### src/rtl/utf8ss_pkg.sv
package utf8ss_pkg;

  // Largest number of result words one input word can release.
  localparam int unsigned MaxOut = 4;

  // Width of the per-group word count, wide enough to hold MaxOut itself.
  localparam int unsigned CntW = $clog2(MaxOut + 1);

  // Width of the index that walks through one group.
  localparam int unsigned IdxW = $clog2(MaxOut);

  // Input word: one message byte and the end-of-message flag.
  typedef struct packed {
    logic [7:0] in_byte;
    logic       in_last;
  } utf8ss_in_t;

  // Result word as seen on the output channel.
  typedef struct packed {
    logic [7:0] out_byte;
    logic       has_data;
    logic       out_last;
  } utf8ss_out_t;

  // Everything one input word releases, handed from the decoder to the serialiser.
  typedef struct packed {
    logic [MaxOut-1:0][7:0] bytes;
    logic [CntW-1:0]        cnt;
    logic                   data;
    logic                   last;
  } utf8ss_group_t;

endpackage

### src/rtl/utf8ss_decode.sv
module utf8ss_decode (
  input  logic                    clk,
  input  logic                    rst_n,
  input  logic                    accept,
  input  utf8ss_pkg::utf8ss_in_t  in_word,
  output utf8ss_pkg::utf8ss_group_t grp
);
  import utf8ss_pkg::*;

  // Pending sequence state.
  logic [1:0]  exp_r, exp_nxt;
  logic [1:0]  rcv_r, rcv_nxt;
  logic [20:0] cp_r, cp_nxt;
  logic [7:0]  held_r [3];
  logic [7:0]  held_nxt [3];

  logic [7:0]  b;
  logic        is_cont;
  logic        done;

  // Range checks on a completed code point, some by sequence length.
  function automatic logic cp_ok(input logic [1:0] tail, input logic [20:0] cp);
    logic ok;
    ok = 1'b1;
    if (tail == 2'd1 && cp < 21'h80) ok = 1'b0;
    if (tail == 2'd2 && cp < 21'h800) ok = 1'b0;
    if (tail == 2'd3 && cp < 21'h10000) ok = 1'b0;
    if (cp >= 21'hD800 && cp <= 21'hDFFF) ok = 1'b0;
    if (cp > 21'h10FFFF || cp == 21'hFFFE || cp == 21'hFFFF) ok = 1'b0;
    return ok;
  endfunction

  assign b       = in_word.in_byte;
  assign is_cont = (b[7:6] == 2'b10);
  assign done    = ({1'b0, rcv_r} + 3'd1) >= {1'b0, exp_r};

  // Decode one byte against the pending state.
  always_comb begin
    exp_nxt  = exp_r;
    rcv_nxt  = rcv_r;
    cp_nxt   = cp_r;
    held_nxt = held_r;
    grp      = '0;
    grp.data = 1'b1;

    if (exp_r != 2'd0 && is_cont) begin
      cp_nxt = {cp_r[14:0], b[5:0]};
      if (done) begin
        if (cp_ok(exp_r, cp_nxt)) begin
          grp.bytes[0] = held_r[0];
          grp.bytes[1] = (rcv_r >= 2'd1) ? held_r[1] : b;
          grp.bytes[2] = (rcv_r == 2'd2) ? held_r[2] : b;
          grp.bytes[3] = b;
          grp.cnt      = CntW'({1'b0, rcv_r} + 3'd2);
        end
        exp_nxt = 2'd0;
        rcv_nxt = 2'd0;
        cp_nxt  = '0;
      end else begin
        held_nxt[rcv_r + 2'd1] = b;
        rcv_nxt                = rcv_r + 2'd1;
      end
    end else begin
      // Anything else breaks a pending sequence and is then taken afresh.
      exp_nxt = 2'd0;
      rcv_nxt = 2'd0;
      cp_nxt  = '0;
      priority if (b == 8'd0) begin
        grp.cnt = '0;
      end else if (b[7] == 1'b0) begin
        grp.bytes[0] = b;
        grp.cnt      = CntW'(1);
      end else if (b[7:5] == 3'b110) begin
        exp_nxt     = 2'd1;
        cp_nxt      = {16'd0, b[4:0]};
        held_nxt[0] = b;
      end else if (b[7:4] == 4'b1110) begin
        exp_nxt     = 2'd2;
        cp_nxt      = {17'd0, b[3:0]};
        held_nxt[0] = b;
      end else if (b[7:3] == 5'b11110) begin
        exp_nxt     = 2'd3;
        cp_nxt      = {18'd0, b[2:0]};
        held_nxt[0] = b;
      end else begin
        grp.cnt = '0;
      end
    end

    // End of message: drop anything incomplete and always mark the end.
    if (in_word.in_last) begin
      exp_nxt = 2'd0;
      rcv_nxt = 2'd0;
      cp_nxt  = '0;
      grp.last = 1'b1;
      if (grp.cnt == '0) begin
        grp.bytes = '0;
        grp.cnt   = CntW'(1);
        grp.data  = 1'b0;
      end
    end
  end

  // Control state.
  always_ff @(posedge clk) begin
    if (!rst_n) begin
      exp_r <= 2'd0;
      rcv_r <= 2'd0;
      cp_r  <= '0;
    end else if (accept) begin
      exp_r <= exp_nxt;
      rcv_r <= rcv_nxt;
      cp_r  <= cp_nxt;
    end
  end

  // Held bytes are only read once written for the current sequence.
  always_ff @(posedge clk) begin
    if (accept) begin
      held_r <= held_nxt;
    end
  end

endmodule

### src/rtl/utf8ss_serialiser.sv
module utf8ss_serialiser (
  input  logic                      clk,
  input  logic                      rst_n,
  input  logic                      load,
  input  utf8ss_pkg::utf8ss_group_t grp,
  output logic                      free,
  output logic                      out_valid,
  input  logic                      out_stall,
  output utf8ss_pkg::utf8ss_out_t   out_data
);
  import utf8ss_pkg::*;

  utf8ss_group_t   grp_r;
  logic            vld_r;
  logic [IdxW-1:0] idx_r;
  logic [IdxW-1:0] end_idx;
  logic            at_end;
  logic            out_fire;

  assign end_idx  = IdxW'(grp_r.cnt - CntW'(1));
  assign at_end   = (idx_r == end_idx);
  assign out_fire = vld_r && !out_stall;

  // The group register can take a new group once its final word leaves.
  assign free = !vld_r || (out_fire && at_end);

  assign out_valid         = vld_r;
  assign out_data.out_byte = grp_r.bytes[idx_r];
  assign out_data.has_data = grp_r.data;
  assign out_data.out_last = grp_r.last && at_end;

  // Word index and occupancy.
  always_ff @(posedge clk) begin
    if (!rst_n) begin
      vld_r <= 1'b0;
      idx_r <= '0;
    end else if (free) begin
      vld_r <= load;
      idx_r <= '0;
    end else if (out_fire) begin
      idx_r <= idx_r + IdxW'(1);
    end
  end

  // Group payload.
  always_ff @(posedge clk) begin
    if (free && load) begin
      grp_r <= grp;
    end
  end

endmodule

### src/rtl/utf8_stream_sanitizer.sv
// Channel | Direction | Ports                          | Word
// input   | in        | in_valid, in_stall, in_data    | one message byte and end flag
// output  | out       | out_valid, out_stall, out_data | one passed byte or end marker
//
// A byte is decoded in the cycle it is accepted and its results appear the next cycle.
// One byte is accepted per cycle while the output does not stall and each byte
// releases at most one result word; a byte completing a sequence of n bytes
// stalls the input until all n of its result words have left the group register.
// Reset clears the pending sequence and empties the result register.
// A stalled output holds its word and stalls the input once the group register is full.
module utf8_stream_sanitizer (
  input  logic                    clk,
  input  logic                    rst_n,
  input  logic                    in_valid,
  output logic                    in_stall,
  input  utf8ss_pkg::utf8ss_in_t  in_data,
  output logic                    out_valid,
  input  logic                    out_stall,
  output utf8ss_pkg::utf8ss_out_t out_data
);
  import utf8ss_pkg::*;

  utf8ss_group_t grp;
  logic          free;
  logic          in_fire;
  logic          load;

  assign in_stall = !free;
  assign in_fire  = in_valid && free;
  assign load     = in_fire && (grp.cnt != '0);

  // Byte decoder and pending sequence state.
  utf8ss_decode u_decode (
    .clk     (clk),
    .rst_n   (rst_n),
    .accept  (in_fire),
    .in_word (in_data),
    .grp     (grp)
  );

  // Result group register, one word per handshake.
  utf8ss_serialiser u_serialiser (
    .clk       (clk),
    .rst_n     (rst_n),
    .load      (load),
    .grp       (grp),
    .free      (free),
    .out_valid (out_valid),
    .out_stall (out_stall),
    .out_data  (out_data)
  );

endmodule

### config.mk
export PLATFORM = sky130hd
export DESIGN_NAME = utf8_stream_sanitizer
export DESIGN_NICKNAME = d
export VERILOG_FILES = /design/src/rtl/utf8ss_pkg.sv /design/src/rtl/utf8ss_decode.sv /design/src/rtl/utf8ss_serialiser.sv /design/src/rtl/utf8_stream_sanitizer.sv
export SDC_FILE = /design/constraint.sdc
export NUM_CORES = 1
export LEC_CHECK = 0
export ABC_CLOCK_PERIOD_IN_PS = 4790
export BUFFER_PORTS_ARGS = -buffer_cell sky130_fd_sc_hd__buf_2
export CAP_MARGIN = 5
export CORE_MARGIN = 10
export CORE_UTILIZATION = 50
export DETAILED_ROUTE_END_ITERATION = 12
export GPL_TIMING_DRIVEN = 1
export PLACE_DENSITY_LB_ADDON = 0.25
export SYNTH_ARGS = -nofsm -noshare
export SYNTH_HDL_FRONTEND = slang
export SYNTH_SLANG_ARGS = --single-unit
### constraint.sdc
create_clock -name clk -period 4.79 [get_ports clk]
set_input_delay 0.7185 -clock clk [delete_from_list [all_inputs] [get_ports clk]]
set_output_delay 0.7185 -clock clk [all_outputs]
set_load 0.005 [all_outputs]
==> out/results.tsv <==
metric	value	unit
status	finished clean	
gp_congestion	0.832	
final_nets	334	
synth_edf_count	60	
avgSynthCellArea	12.8	um^2
cts_root_buf	clkbuf_8	
regToRegStartpoint	u_decode.rcv_r[0]$_SDFFE_PN0P_	
crit_chain	inv_1 > fa_1 > or2_2 > o21ai_0 > nand3_1 > a211o_1 > a21oi_4 > buf_4	
cp-end-kind	register	
max_slew.worst_pin.slew	0.865	ns
reg2reg_depth	8	
crit_type	reg2reg	
chipWidth	107	um
cpMaxStageDelayCell	a211o_1	
syn-instance-count	294	
io_buffers	24	
synth_cell_types	46	
cp_max_fo	36	
drive_gt1_share	16.6	%
route.detailed.drc	0	
path_buf_inv	2	
postPlaceCellArea	0.00395	mm^2
ctsHtreeMaxLevel	3	
postRouteAntennaNets	0	
fin_skew	0.0117	ns
crit_required	4.79	ns
dieArea	0.0114	mm^2
numCtsBuffers	9	
hold_buffers	0	
syn_nets	314	
clock_latency	0.35	ns
final_core_util	57.0	%
clock.fmax	288	MHz
ys_seq_area_share	59.5	%
tritoncts	built	
vias_per_cell	5.46	
synth_seq_cells	82	
initial_core_util	51.7	%
antenna_found_initial	0	
die_h	107	um
clockBufferDepth	2	
multi_input_area	0.00141	mm^2
crit_family	compound AO/OA/AOI/OAI gates	
cts_num_sinks	82	
num_rows	31	
diodes	0	
rsz0062_at_grt	false	
clk_pin_slew	0.08	ns
drt_iter0_markers	126	
crit_arrival	3.47	ns
fillers	650	
ys.flop_type	edfxtp_1	
areaGrowthSynthToFinish	10.4	%
post-route-min-period	3.47	ns
startpoint	u_decode.rcv_r[0]$_SDFFE_PN0P_	
core_area	0.00729	mm^2
power.density	340	mW/mm^2
grt_max_degree	37	
path_depth	8	
seq_area	0.00224	mm^2
drt-pass1-iter-count	4	
overflow	0	
drv_slew	0	
hold_class	reg2reg	
vias	2283	
crit_end	u_serialiser.grp_r[23]$_DFFE_PP_	
wire_per_inst	17.5	um
startpoint_type	register	
grt_usage	13.7	%
ios	25	
syn_area	0.00377	mm^2
hpwl	5010	um
finalHoldViolations	0	
final.setup.tns	0	ns
rrSetupSlack	1.32	ns
cap_violations	0	
async_flop_share	0	%
critPathMaxStageDelay	0.63	ns
slew_headroom	42.3	%
finalSetupViolations	0	
grt_pass1_vias	2346	
peakVddDrop	155	uV
postCtsResizedCells	0	
post-route-period-util	72.4	%
post_cts_buffers	0	
stdcell_area	0.00416	mm^2
grt_first_pass_wirelength	12300	um
ys.warnings.count	0	
p_leak	1.46	nW
routed_wl	7330	um
reg2reg_to	u_serialiser.grp_r[23]$_DFFE_PP_	
==> flip-flops by register name (all words and copies together), names as in the netlist <==
register / flops
u_decode.cp_r: 15
u_decode.exp_r: 2
u_decode.held_r: 24
u_decode.rcv_r: 2
u_serialiser.grp_r: 35
u_serialiser.idx_r: 2
u_serialiser.out_data: 1
u_serialiser.out_valid: 1
==> cell usage after synthesis (2+ instances only) <==
cell type / instances / share of area, %
a22oi_1: 11 / 2.2
mux2i_1: 18 / 4.8
clkbuf_1: 6 / 0.60
a22o_1: 7 / 1.6
dfxtp_1: 22 / 12
a32oi_1: 3 / 0.70
buf_2: 4 / 0.53
ha_1: 6 / 2.0
buf_1: 3 / 0.30
nor4bb_1: 2 / 0.53
nor2b_1: 17 / 2.8
nor4_1: 3 / 0.50
and2_1: 16 / 2.7
or2_2: 2 / 0.33
nand4_1: 3 / 0.50
o2111ai_1: 2 / 0.46
and3_1: 4 / 0.66
o21ai_0: 8 / 1.1
a21boi_0: 6 / 1.2
nor3_1: 3 / 0.40
buf_6: 2 / 0.60
buf_4: 2 / 0.40
mux4_2: 8 / 4.8
nand2_1: 15 / 1.5
a21oi_1: 6 / 0.80
edfxtp_1: 60 / 48
nand3_1: 3 / 0.40
nor2_1: 25 / 2.5
nand2b_1: 5 / 0.83
inv_1: 5 / 0.50
xnor2_1: 2 / 0.46
==> metal layers <==
metal / vias up / GRT usage, % / wire length [um]
met5: - / 0 / 0
met3: 6 / 3.35 / 324
met2: 43 / 21.2 / 3570
li1: 1125 / - / -
met4: 0 / 7.74 / 88
met1: 1109 / 17.2 / 3350
==> worst min path at each step <==
| stage | start | end | slack [ns] | cells after the start |
|---|---|---|---|---|
| 2_1_floorplan | u_decode.cp_r[4]$_SDFFE_PN0P_ | u_decode.cp_r[4]$_SDFFE_PN0P_ | 0.47 | 2 |
| 4_1_cts | u_decode.cp_r[3]$_SDFFE_PN0P_ | u_decode.cp_r[3]$_SDFFE_PN0P_ | 0.52 | 2 |
| 5_1_grt | u_decode.held_r[18]$_DFFE_PP_ | u_serialiser.grp_r[7]$_DFFE_PP_ | 0.56 | 1 |
| 3_3_place_gp | u_decode.cp_r[3]$_SDFFE_PN0P_ | u_decode.cp_r[3]$_SDFFE_PN0P_ | 0.50 | 2 |
| 3_5_place_dp | u_decode.cp_r[3]$_SDFFE_PN0P_ | u_decode.cp_r[3]$_SDFFE_PN0P_ | 0.50 | 2 |
| 6_report | u_decode.cp_r[3]$_SDFFE_PN0P_ | u_decode.cp_r[3]$_SDFFE_PN0P_ | 0.52 | 2 |
==> report_power, final <==
part	internal (mW)	switching [mW]
Clock	0.293	0.239
Combinational	0.0343	0.0537
Sequential	0.786	0.00767
==> cell usage in the layout (no fill, tap or decap), drive strengths merged, types with 5 or more instances in the layout <==
cell and instances:
a21boi 6, a21oi 6, a22o 7, a22oi 11, and2 16, buf 26
clkbuf 11, dfxtp 22, edfxtp 60, ha 6, inv 6, mux2i 18
mux4 8, nand2 15, nand2b 5, nor2 25, nor2b 17, o21ai 8
==> kinds of logic (layout without fill, tap and decap cells) <==
logic type | after synthesis | in the layout | synth area share [%]
AO/OA/AOI/OAI | 48 | 48 | 9.60
XOR/XNOR | 3 | 3 | 0.697
adder cells (fa/ha/maj) | 7 | 7 | 2.52
buffers and inverters | 24 | 49 | 3.32
flip-flops | 82 | 82 | 59.5
multiplexers | 26 | 26 | 9.56
other | 1 | 1 | 0.0995
AND/OR/NAND/NOR | 103 | 103 | 14.7
==> worst min-delay path: stages (launching register included) <==
cell      delay [ns]
dfxtp_1         0.34
nand2_1         0.06
a21boi_0        0.07
==> stage by stage <==
step / hold slack [ns] / power, mW / std cells / worst slack [ns]
2_1_floorplan: 0.467 / 0.865 / 294 / 0.515
3_3_place_gp: 0.503 / 0.897 / 402 / 1.48
3_5_place_dp: 0.501 / 0.899 / 402 / 1.32
4_1_cts: 0.519 / 1.43 / 418 / 1.33
5_1_grt: 0.557 / 1.47 / 418 / 1.13
6_report: 0.518 / 1.41 / 418 / 1.32
==> cell type report <==
type                    count  area share [%]
repair buffers             26            3.25
multi-input cells         188            34.0
flip-flops and latches     82            53.9
well taps                  99            2.98
clock buffers              11            3.16
clock inverters             5            1.93
inverters                   7           0.812
No activity file was read; power rests on OpenSTA's default activity.
